==> src/design/fdgl_ram.sv <==
`default_nettype none

module fdgl_ram #(
  parameter int WIDTH = 8,
  parameter int DEPTH = 16
) (
  input  wire logic                                      clk,
  input  wire logic                                      we,
  input  wire logic [$clog2(DEPTH > 1 ? DEPTH : 2)-1:0]  waddr,
  input  wire logic [WIDTH-1:0]                          wdata,
  input  wire logic [$clog2(DEPTH > 1 ? DEPTH : 2)-1:0]  raddr,
  output logic      [WIDTH-1:0]                          rdata
);

  logic [WIDTH-1:0] mem_r [DEPTH];
  logic [WIDTH-1:0] rdata_r;

  // single write port, registered read
  always_ff @(posedge clk) begin
    if (we) begin
      mem_r[waddr] <= wdata;
    end
    rdata_r <= mem_r[raddr];
  end

  assign rdata = rdata_r;

endmodule

`default_nettype wire

==> config.mk <==
export PLATFORM = sky130hd
export DESIGN_NAME = fdgl_ram
export DESIGN_NICKNAME = d
export VERILOG_FILES = /design/src/design/fdgl_ram.sv
export SDC_FILE = /design/constraint.sdc
export NUM_CORES = 1
export LEC_CHECK = 0
export BUFFER_PORTS_ARGS = -buffer_cell sky130_fd_sc_hd__buf_2
export CORE_MARGIN = 2
export CORE_UTILIZATION = 55
export DETAILED_ROUTE_END_ITERATION = 10
export PLACE_DENSITY = 0.73
export SLEW_MARGIN = 40
export SYNTH_ARGS = -nofsm -noshare
export SYNTH_HDL_FRONTEND = slang
export SYNTH_SLANG_ARGS = --single-unit
==> constraint.sdc <==
create_clock -name clk -period 5.7 [get_ports clk]
set_clock_uncertainty 0.1 [all_clocks]
set_input_delay 0.855 -clock clk [delete_from_list [all_inputs] [get_ports clk]]
set_output_delay 0.855 -clock clk [all_outputs]
set_load 0.01 [all_outputs]
==> impl_results.md <==
- Ys async rst share: 0
- # setup viols final: 0
- Critical Path Sink Type: register
- Drt total wl: 9.81 mm
- CP max stage delay: 0.65 ns
- Setup Buffers After CTS: 0
- Setup TNS: 0 ns
- Boundary pin count: 26
- Hold path depth: 3
- Fin crit share: 0.368
- Critical-path cell list: buf_2 > or3b_2 > nor2_1
- H-tree level count: 4
- Layout cells sized above 1: 0.310
- Number of global-route vias before repair: 2430
- GR Overflow Total: 0
- Worst VDD drop: 0.244 mV
- Mapped Avg Cell Area: 22.5 um2
- FF-to-FF End: rdata[7]
- Layout Nets: 282
- Max-Cap Viols: 0
- Bufs on Longest Clock Path: 2
- Relative slew slack: 0.456
- Worst path depth: 3
- Syn Nets: 247
- Synth Register Bits: 136
- Hold Fails Final Rpt: 0
- Fillers: 584
- Vias: 2391
- Pwr dens: 395 mW/mm2
- Cts bufs inserted: 17
- Full die area: 0.0101 mm2
- CP Data Required Time: 5.74 ns
- Hold Crit Class: reg2reg
- R2r worst-path depth: 3
- DR WL/cell: 25.3 um
- Reg2Reg Launch Point: mem_r[11][7]
- Routed Antenna Nets: 0
- R2r setup slk: 4.21 ns
- F_max: 476 MHz
- Post-CTS sizing: 0
- P&R area growth vs syn: 16.8%
- Root buffer cell: clkbuf_8
- Drt drc: 0
- Row cnt: 35
- Post-Layout Cell Count: 388
- Largest net degree at the start of global routing: 33
- Most used DFF post-synth: edfxtp_1
- Family with the most delay on the worst path: simple AND/OR/NAND/NOR gates
- Crit Path Class: in2reg
- Worst-Margin Slew: 0.813 ns
- Startpoint Class: primary input
- Initial core utilization: 0.562
- Core Box Area: 0.00915 mm2
- Initial DRT Pass Iterations: 4
- Leak Pwr: 2.01 nW
- CP max FO: 8
- Area of the multi-input gates: 0.00111 mm2
- All-Layer GR Usage: 0.214
- Post-Place Cells: 356
- CP bufs+invs: 1
- Ys Warns: 0
- Initial antenna violation count: 0
- Cells after synthesis: 229
- Routability Congestion: 0.780
- # diodes: 0
- Minimum clock period: 2.10 ns
- Reg area: 0.00400 mm2
- First-pass GRT wire length: 14.7 mm
- Hold Startpoint: mem_r[14][1]
- Mapped Area: 0.00515 mm2
- Post-synth EDFFs: 128
- Status: complete, no violations
- RSZ-0062 raised after global routing: false
- Vias per cell: 6.16
- Total clock sinks: 136
- Worst-skew pair later-pin latency: 0.52 ns
- Buffers on Ports: 25
- Crit-path slowest cell: nor2_1
- Dpl hpwl: 5.75 mm
- Synth cell types: 19
- WP data arrival: 2.14 ns
- Hold Path Sink: rdata[1]
- Initial DRC Count: 160
- Register area share after synthesis: 0.778
- Die X: 101 um
- Height of the die: 101 um
- Worst-path clk slew: 0.06 ns
- Hold_buf cts: 0
- Final Slew Violations: 0
- CTS tree: done
[synth_stat cells, types with 2 or more instances]
| cell type | n | area share |
|---|---|---|
| edfxtp_1 | 128 | 0.75 |
| mux4_2 | 18 | 0.079 |
| a22oi_1 | 16 | 0.023 |
| mux4_1 | 14 | 0.071 |
| nor2_1 | 13 | 0.0095 |
| nand2_1 | 9 | 0.0066 |
| dfxtp_1 | 8 | 0.031 |
| nor3_1 | 4 | 0.0039 |
| buf_2 | 3 | 0.0029 |
| buf_6 | 3 | 0.0066 |
| clkdlybuf4s25_2 | 3 | 0.0058 |
| nand2b_1 | 2 | 0.0024 |
| nand3b_1 | 2 | 0.0029 |
[report_power, final]
part	switching (mW)	total, mW	internal (mW)
sequential	0.00757	1.13	1.12
combinational	0.0621	0.102	0.0404
clock	0.394	1.15	0.754
total	0.464	2.38	1.91
[per-stage QoR]
stage	hold WS (ns)	util	power (mW)	area (um2)	setup WS, ns
floorplan	0.529	-	1.20	5150	3.25
global placement	0.555	0.584	1.24	5340	2.74
detailed placement	0.565	0.588	1.25	5380	3.05
CTS	0.583	0.656	2.39	6010	3.61
global route	0.610	0.657	2.45	6010	3.53
finish	0.574	0.657	2.38	6010	3.60
[cells by family after synthesis]
kind of cell / share of synthesized area
DFF: 0.778
and+or+nand+nor: 0.0318
AOI/OAI and AO/OA: 0.0233
buffers and inverters: 0.0168
muxes: 0.150
[tightest hold or removal path, cell delays in order (launching register included)]
cell,delay (ns)
edfxtp_1,0.31
mux4_2,0.22
a22oi_1,0.06
nand2_1,0.06
[final cells by class]
cell class	count	share of cell area
clock buffer	20	0.0708
clock inverter	12	0.0335
multi-input combinational	83	0.184
sequential	136	0.666
tap	111	0.0231
timing repair buffer	26	0.0225
[registers in the layout, indices dropped and copies added, names as in the netlist]
name,cells
mem_r,128
rdata,8
[metal layers]
| layer | vias to the layer above | part of all wire | routed length (um) | track usage |
|---|---|---|---|---|
| li1 | 1047 | - | - | - |
| met1 | 1224 | 0.40 | 3940 | 0.307 |
| met2 | 110 | 0.50 | 4860 | 0.317 |
| met4 | 0 | 0.012 | 120 | 0.0685 |
| met5 | - | 0 | 0 | 0 |
| met3 | 10 | 0.091 | 890 | 0.0707 |
[worst max-delay path by stage]
| stage | from | end | slack (ns) |
|---|---|---|---|
| finish | waddr[2] | mem_r[2][6] | 3.60 |
| global route | raddr[0] | rdata[1] | 3.53 |
| CTS | waddr[2] | mem_r[2][1] | 3.61 |
| detailed placement | waddr[2] | mem_r[2][7] | 3.05 |
| global placement | raddr[0] | rdata[1] | 2.74 |
| floorplan | waddr[2] | mem_r[0][0] | 3.25 |
[placed cells by master (no fill, tap or decap)]
cell / instances
nand2b_1: 2
nand2_1: 9
mux4_1: 14
bufinv_16: 5
or3b_2: 1
and2b_1: 1
buf_2: 24
clkbuf_16: 16
nand3_1: 1
nor2_2: 9
mux4_2: 18
buf_4: 2
nor3_4: 2
clkinv_4: 3
nor3_1: 1
clkbuf_8: 1
clkbuf_1: 3
nor2b_1: 1
nor2_1: 4
and2_1: 1
edfxtp_1: 128
clkinv_2: 2
a22oi_1: 16
clkinvlp_4: 2
dfxtp_1: 8
nand3b_1: 2
nor3_2: 1
(Power assumes the default switching activity.)
