**src/design/fdgl_pkg.sv**
```systemverilog
`default_nettype none

package fdgl_pkg;

  // capacity defaults
  localparam int MAX_NODES_DEF = 32;
  localparam int MAX_EDGES_DEF = 64;

  // field widths
  localparam int POS_W     = 24;
  localparam int IDX_W     = 5;
  localparam int REP_W     = 16;
  localparam int REST_W    = 10;
  localparam int GAIN_W    = 16;
  localparam int SWEEPS_W  = 8;
  localparam int CFG_W     = 16;
  localparam int CFG_IDX_W = 3;

  // datapath widths
  localparam int DIFF_W = POS_W + 1;          // position difference
  localparam int MAG_W  = POS_W;              // magnitude of a difference
  localparam int SQ_W   = 2 * MAG_W;          // one squared difference
  localparam int D2_W   = SQ_W + 1;           // squared distance
  localparam int REP_SH = 16;                 // repulsion numerator scale
  localparam int QUO_W  = MAG_W + REP_W;      // repulsion quotient
  localparam int NUM_W  = QUO_W + REP_SH;     // repulsion numerator

  // register reset values
  localparam int REPULSION_RST   = 250;
  localparam int REST_LENGTH_RST = 60;
  localparam int SPRING_GAIN_RST = 655;
  localparam int STEP_GAIN_RST   = 5243;
  localparam int SWEEPS_RST      = 50;

  typedef enum logic [1:0] {
    ACT_LOAD_NODE = 2'd0,
    ACT_LOAD_EDGE = 2'd1,
    ACT_CLEAR     = 2'd2,
    ACT_RUN       = 2'd3
  } action_t;

  typedef enum logic [CFG_IDX_W-1:0] {
    REG_REPULSION   = 3'd0,
    REG_REST_LENGTH = 3'd1,
    REG_SPRING_GAIN = 3'd2,
    REG_STEP_GAIN   = 3'd3,
    REG_SWEEPS      = 3'd4
  } cfg_reg_t;

  typedef struct packed {
    action_t                   action;
    logic signed [POS_W-1:0]   start_x;
    logic signed [POS_W-1:0]   start_y;
    logic [IDX_W-1:0]          edge_a;
    logic [IDX_W-1:0]          edge_b;
  } in_word_t;

  typedef struct packed {
    logic [IDX_W-1:0]          node_index;
    logic signed [POS_W-1:0]   pos_x;
    logic signed [POS_W-1:0]   pos_y;
    logic                      last;
  } out_word_t;

endpackage

`default_nettype wire

```
**src/design/fdgl_div.sv**
```systemverilog
`default_nettype none

module fdgl_div (
  input  wire logic                        clk,
  input  wire logic                        rst_n,
  input  wire logic                        start,
  input  wire logic [fdgl_pkg::NUM_W-1:0]  num,
  input  wire logic [fdgl_pkg::D2_W-1:0]   den,
  output logic      [fdgl_pkg::QUO_W-1:0]  quo,
  output logic                             done
);

  localparam int NW    = fdgl_pkg::NUM_W;
  localparam int DW    = fdgl_pkg::D2_W;
  localparam int QW    = fdgl_pkg::QUO_W;
  localparam int CNT_W = $clog2(QW + 1);

  logic [DW-1:0]    rem_r;
  logic [QW-1:0]    sh_r;
  logic [DW-1:0]    den_r;
  logic [CNT_W-1:0] cnt_r;
  logic             busy_r;
  logic [DW:0]      trial;
  logic             fits;

  // one quotient bit per cycle; the top numerator bits are below the divisor
  always_comb begin
    trial = {rem_r, sh_r[QW-1]};
    fits  = trial >= {1'b0, den_r};
  end

  always_ff @(posedge clk) begin
    if (!rst_n) begin
      busy_r <= 1'b0;
      cnt_r  <= '0;
    end else if (start) begin
      busy_r <= 1'b1;
      cnt_r  <= CNT_W'(QW);
      rem_r  <= DW'(num[NW-1:QW]);
      sh_r   <= num[QW-1:0];
      den_r  <= den;
    end else if (busy_r) begin
      rem_r <= fits ? DW'(trial - {1'b0, den_r}) : DW'(trial);
      sh_r  <= {sh_r[QW-2:0], fits};
      cnt_r <= cnt_r - CNT_W'(1);
      if (cnt_r == CNT_W'(1)) begin
        busy_r <= 1'b0;
      end
    end
  end

  assign quo  = sh_r;
  assign done = !busy_r;

endmodule

`default_nettype wire

```
**config.mk**
```make
export PLATFORM = sky130hd
export DESIGN_NAME = fdgl_div
export DESIGN_NICKNAME = d
export VERILOG_FILES = /design/src/design/fdgl_pkg.sv /design/src/design/fdgl_div.sv
export SDC_FILE = /design/constraint.sdc
export NUM_CORES = 1
export LEC_CHECK = 0
export ABC_AREA = 1
export BUFFER_PORTS_ARGS = -buffer_cell sky130_fd_sc_hd__buf_2
export CAP_MARGIN = 5
export CORE_MARGIN = 2
export CORE_UTILIZATION = 60
export CTS_BUF_LIST = sky130_fd_sc_hd__clkbuf_8
export DETAILED_ROUTE_END_ITERATION = 7
export GPL_ROUTABILITY_DRIVEN = 0
export PLACE_DENSITY = 0.83
export SYNTH_ARGS = -nofsm -noshare
export SYNTH_HDL_FRONTEND = slang
export SYNTH_SLANG_ARGS = --single-unit
```
**constraint.sdc**
```tcl
create_clock -name clk -period 4.8 [get_ports clk]
set_input_delay 0.96 -clock clk [delete_from_list [all_inputs] [get_ports clk]]
set_output_delay 0.96 -clock clk [all_outputs]
set_load 0.1 [all_outputs]
```
==> impl_metrics.py, run 1 <==
metrics = {
    "placed_design": {
        "placed_area_sq_mm": 0.0115,
        "dp_slack_ps": 1600,
        "hpwl_um": 20500,
        "numPortBuffers": 148,
    },
    "synthesis": {
        "synth_nets": 1708,
        "yosys.area.top_type_share_pct": 38.9,
        "synthTopCellsByArea": "edfxtp_1, nand2_1, inv_1, ha_1, nor2_1",
        "ys_types": 41,
        "ys_ff_latch": 145,
        "ys_seq_area_share_pct": 40.2,
        "synthCells": 1548,
        "synth_ff_type": "edfxtp_1",
        "avgSynthCellArea_sq_um": 6.88,
        "synth_edf_count": 138,
        "synth_largest_area_cell": "edfxtp_1",
        "syn-cell-area_sq_mm": 0.0107,
        "yosys_warnings": 0,
        "postSynth.asyncResetShare_pct": 0,
    },
    "clocking": {
        "clockBufferDepth": 2,
        "numCtsBuffers": 17,
        "postCtsSetupBuffers": 0,
        "clkSinkCount": 145,
        "cts-root-buf": "clkbuf_8",
        "cts_tree": "yes",
        "clk_pin_slew_ps": 90,
        "clk_latency_ps": 490,
        "cts_max_level": 4,
        "hold_buffers": 0,
        "post_cts_resized": 0,
    },
    "final_layout": {
        "final_area_sq_mm": 0.0119,
        "fillers": 1428,
        "drive_gt1_share_pct": 12.1,
        "area_delta_synth_final_pct": 12.1,
        "fin_nets": 1849,
        "mostFrequentLayoutCells": "nand2_1, inv_1, nor2_1, buf_2, edfxtp_1",
        "layout_commonest_cell": "nand2_1",
        "diodes": 0,
    },
    "sta": {
        "fin_crit_sh_pct": 68.2,
        "slew_headroom_pct": 18.3,
        "tightest_slew_ps": 1230,
        "max_freq_ghz": 0.306,
        "skew_ps": 27.9,
        "period_needed_ps": 3270,
        "rsz0062_at_grt": "false",
        "slew_violations": 0,
        "setup_ws_ps": 1530,
        "setup_viol": 0,
        "finalSetupTns_ps": 0,
        "hold_viol": 0,
    },
    "drt": {
        "routed_wirelength_um": 27500,
        "drtPass1Iterations": 5,
        "postRouteAntennaNets": 0,
        "avgViaCountPerCell": 5.21,
        "drc_errors": 0,
        "via_count": 10000,
        "drtIter0Drc": 1012,
        "wl_per_cell_um": 14.3,
    },
    "global_route": {
        "antenna_found_initial": 1,
        "grt_max_degree": 90,
        "globalRoute.totalOverflow": 0,
        "grt_pass1_wl_um": 44200,
        "track_usage_pct": 30.5,
        "first_global_vias": 9346,
    },
    "floorplan": {
        "io_pins": 149,
        "chipHeight_um": 137,
        "num_rows": 48,
        "die_area_sq_mm": 0.0188,
        "die_w_um": 137,
        "design.core.area_sq_mm": 0.0174,
        "start_util_pct": 61.4,
    },
    "critical_path": {
        "cp_max_fo": 53,
        "startpoint_type": "flip-flop",
        "endpoint_kind": "flip-flop",
        "critPathArrivalTime_ps": 3510,
        "crit_required_ps": 5040,
        "crit_type": "flip-flop to flip-flop",
    },
    "power": {
        "p_per_area_mw_per_mm2": 365,
        "p_leak_nw": 6.47,
        "vdd_drop_max_uv": 320,
    },
    "run_status": {
        "outcome": "complete, no violations",
    },
    "worst_hold_path": {
        "hp-class": "flip-flop to flip-flop",
    },
    "job": {
        "cap_violations": 0,
    },
}
[metal layers]
layer  part of all wire [%]  global-route usage [%]  routed length [um]
met1                     43                    41.5               11700
met2                     43                    47.8               11900
met4                    2.8                    11.5                 771
met3                     11                    6.95                3050
met5                      0                       0                   0
[critical path, stage by stage (launching register included)]
cell and delay, ps:
edfxtp_1 410, ha_1 400, nand2_1 120, nor2_1 190, nand3_1 130, nand3_2 160
nand2_1 80, nand2_2 140, nand3_4 420, nand2_8 510, inv_4 180, nor2_1 170
nor2_1 50
[layout make-up]
type | count | area (sq um) | share of cell area (%)
clock buffer | 17 | 234 | 1.96
timing repair buffer | 150 | 756 | 6.33
tap | 225 | 282 | 2.36
multi-input combinational | 1073 | 5080 | 42.5
sequential | 145 | 4280 | 35.9
inverter | 302 | 1140 | 9.52
clock inverter | 15 | 169 | 1.41
[through the flow]
step | instances | hold slack [ps] | utilization [%] | power (mW)
finish | 1927 | 482 | 68.8 | 4.36
global route | 1927 | 532 | 68.8 | 4.60
CTS | 1927 | 483 | 68.8 | 4.33
detailed placement | 1895 | 470 | 66.5 | 3.32
global placement | 1895 | 464 | 66.5 | 3.28
floorplan | 1548 | 448 | - | 2.94
[sequential cells by signal, indices dropped and copies added (netlist names)]
signal  flops
busy_r      1
rem_r      49
quo        40
den_r      49
cnt_r       6
[where the power goes]
group          total [mW]  internal (mW)  switching, mW  leakage [nW]
registers            1.62           1.56         0.0650          1.39
logic                1.72          0.505           1.21          4.87
clock network        1.02          0.438          0.581         0.207
total                4.36           2.50           1.86          6.47
[cells in the mapped netlist, drive strengths merged, types with 2 or more instances]
master and number:
nand3 71, xor2 10, and2 7, nor4 4, dfxtp 7, nand3b 26, inv 301, nand2 641
nor3 4, a31oi 2, edfxtp 138, xnor2 14, nand4 8, buf 16, o21bai 12, clkbuf 12
nor2 172, a21oi 41, o21ai 4, ha 51
[final timing paths]
| check | startpoint | end | slack, ps | depth (start not counted) |
|---|---|---|---|---|
| hold reg to reg | cnt_r[5] | cnt_r[5] | 480 | 2 |
| hold / removal | cnt_r[5] | cnt_r[5] | 480 | 2 |
| setup reg to reg | rem_r[5] | rem_r[44] | 1530 | 12 |
| setup / recovery | rem_r[5] | rem_r[44] | 1530 | 12 |
[kinds of logic (layout without fill, tap and decap cells)]
logic type	count (synthesis)	count (layout)	share of synthesized area (%)
buf+inv	330	484	12.2
xor+xnor	24	24	1.97
compound gates	62	62	3.42
fa+ha+maj	52	52	6.18
flops	145	145	40.2
simple gates	935	935	36.0
No activity file was read; power rests on OpenSTA's default activity.
==> inputs of run 2 (changes only) <==
- clock period: 4.8 -> 3.15 ns (I/O delays scaled with it)
==> impl_metrics.py, run 2 (synthesis gave the netlist of run 1 again) <==
metrics = {
    "sta": {
        "skew_ps": 17.3,
        "finalSetupTns_ps": 0,
        "worst_hold_slack_ps": 327,
        "setup_viol": 0,
        "max_freq_ghz": 0.347,
        "rsz0062_at_grt": "false",
        "slew_violations": 0,
        "hold_viol": 0,
        "fin_crit_sh_pct": 91.6,
        "slew_headroom_pct": 53.1,
        "tightest_slew_ps": 704,
        "period_needed_ps": 2880,
    },
    "critical_path": {
        "startpoint": "rem_r[35]",
        "regToRegStartpoint": "rem_r[35]",
        "path_cells": "ha_1 > nand2_1 > nor2_1 > nand2_1 > nor2_1 > nand3_1 > nand3_2 > nor2_8 > nand2_8 > inv_4 > nor2_1 > nor2_1",
        "regToRegSetupSlack_ps": 270,
        "crit_required_ps": 3390,
        "r2r_end": "rem_r[41]",
        "crit_cells": 12,
        "endpoint_kind": "flip-flop",
        "crit_top_cell": "nor2_1",
        "critPathArrivalTime_ps": 3120,
        "crit_type": "flip-flop to flip-flop",
        "critical-path-max-stage-delay_ps": 410,
        "cp_max_fo": 53,
        "cp_top_family": "simple AND/OR/NAND/NOR gates",
        "r2r_cells": 12,
        "startpoint_type": "flip-flop",
        "cp-endpoint": "rem_r[41]",
        "crit_buf_inv": 1,
        "critPathSlowestCell": "edfxtp_1",
    },
    "final_layout": {
        "area_delta_synth_final_pct": 12.3,
        "register_area_sq_mm": 0.00428,
        "fin_cells": 1931,
        "fillers": 1468,
        "final_area_sq_mm": 0.0120,
        "layout_commonest_cell": "nand2_1",
        "diodes": 0,
        "multi_input_area_sq_mm": 0.00508,
        "fin_nets": 1854,
        "mostFrequentLayoutCells": "nand2_1, inv_1, nor2_1, buf_2, edfxtp_1",
        "drive_gt1_share_pct": 12.3,
    },
    "clocking": {
        "numCtsBuffers": 17,
        "clkSinkCount": 145,
        "clk_pin_slew_ps": 100,
        "clockBufferDepth": 2,
        "hold_buffers": 0,
        "cts-root-buf": "clkbuf_8",
        "clk_latency_ps": 470,
        "postCtsSetupBuffers": 0,
        "post_cts_resized": 0,
        "cts_max_level": 4,
        "cts_tree": "yes",
    },
    "placed_design": {
        "numPortBuffers": 148,
        "hpwl_um": 21700,
        "placed_area_sq_mm": 0.0116,
        "place_inst": 1900,
    },
    "drt": {
        "drc_errors": 0,
        "via_count": 10200,
        "wl_per_cell_um": 14.7,
        "drtPass1Iterations": 6,
        "drtIter0Drc": 1005,
        "postRouteAntennaNets": 0,
        "routed_wirelength_um": 28300,
        "avgViaCountPerCell": 5.26,
    },
    "global_route": {
        "antenna_found_initial": 1,
        "globalRoute.totalOverflow": 0,
        "grt_max_degree": 69,
        "track_usage_pct": 31.5,
        "first_global_vias": 9652,
        "grt_pass1_wl_um": 45700,
    },
    "worst_hold_path": {
        "hp-class": "input pin to flip-flop",
    },
    "power": {
        "power_mw": 6.50,
        "p_leak_nw": 6.48,
        "vdd_drop_max_uv": 394,
        "p_per_area_mw_per_mm2": 544,
    },
    "run_status": {
        "outcome": "complete, no violations",
    },
    "floorplan": {
        "chipHeight_um": 137,
        "num_rows": 48,
        "design.core.area_sq_mm": 0.0174,
        "io_pins": 149,
        "start_util_pct": 61.4,
        "die_area_sq_mm": 0.0188,
        "die_w_um": 137,
    },
    "job": {
        "cap_violations": 0,
    },
}
## run 2: changes by cell type in the layout (fill, tap and decap cells not counted)
cell	delta
clkinv_2	+1
inv_8	-3
inv_6	+4
buf_12	+3
inv_1	-1
clkinv_8	-1
buf_4	+2
clkinv_1	+1
bufinv_16	-1
clkinv_4	-1
## run 2: per-layer routing
metal	track usage (%)	up-vias	wire length, um
li1	-	5024	-
met1	42.8	4500	11700
met2	49.3	565	12400
met3	6.36	70	3250
met4	12.8	2	908
met5	0	-	13
## run 2: per-stage QoR
| stage | utilization, % | worst slack (ps) |
|---|---|---|
| 6_report | 68.9 | 266 |
| 5_1_grt | 68.9 | 78.1 |
| 4_1_cts | 68.9 | 300 |
| 3_5_place_dp | 66.9 | 327 |
| 3_3_place_gp | 66.9 | 365 |
| 2_1_floorplan | - | 393 |
## run 2: worst min path at each step
| stage | to | startpoint | slack, ps | cells after the start |
|---|---|---|---|---|
| finish | den_r[41] | den[41] | 330 | 1 |
| global route | den_r[3] | den[3] | 320 | 1 |
| CTS | den_r[29] | den[29] | 300 | 1 |
| detailed placement | cnt_r[5] | cnt_r[5] | 470 | 2 |
| global placement | cnt_r[5] | cnt_r[5] | 460 | 2 |
| floorplan | cnt_r[5] | cnt_r[5] | 450 | 2 |
## run 2: final cells by class
| type | count | share of cell area (%) |
|---|---|---|
| Sequential cell | 145 | 35.8 |
| Clock inverter | 14 | 1.00 |
| Tap cell | 225 | 2.35 |
| Clock buffer | 17 | 1.96 |
| Timing Repair Buffer | 155 | 6.94 |
| Inverter | 302 | 9.49 |
| Multi-Input combinational cell | 1073 | 42.4 |
## run 2: where the power goes
group | internal (mW) | switching (mW) | total (mW) | leakage [nW]
logic | 0.783 | 1.86 | 2.64 | 4.90
clock network | 0.570 | 0.829 | 1.40 | 0.182
registers | 2.37 | 0.0981 | 2.47 | 1.39
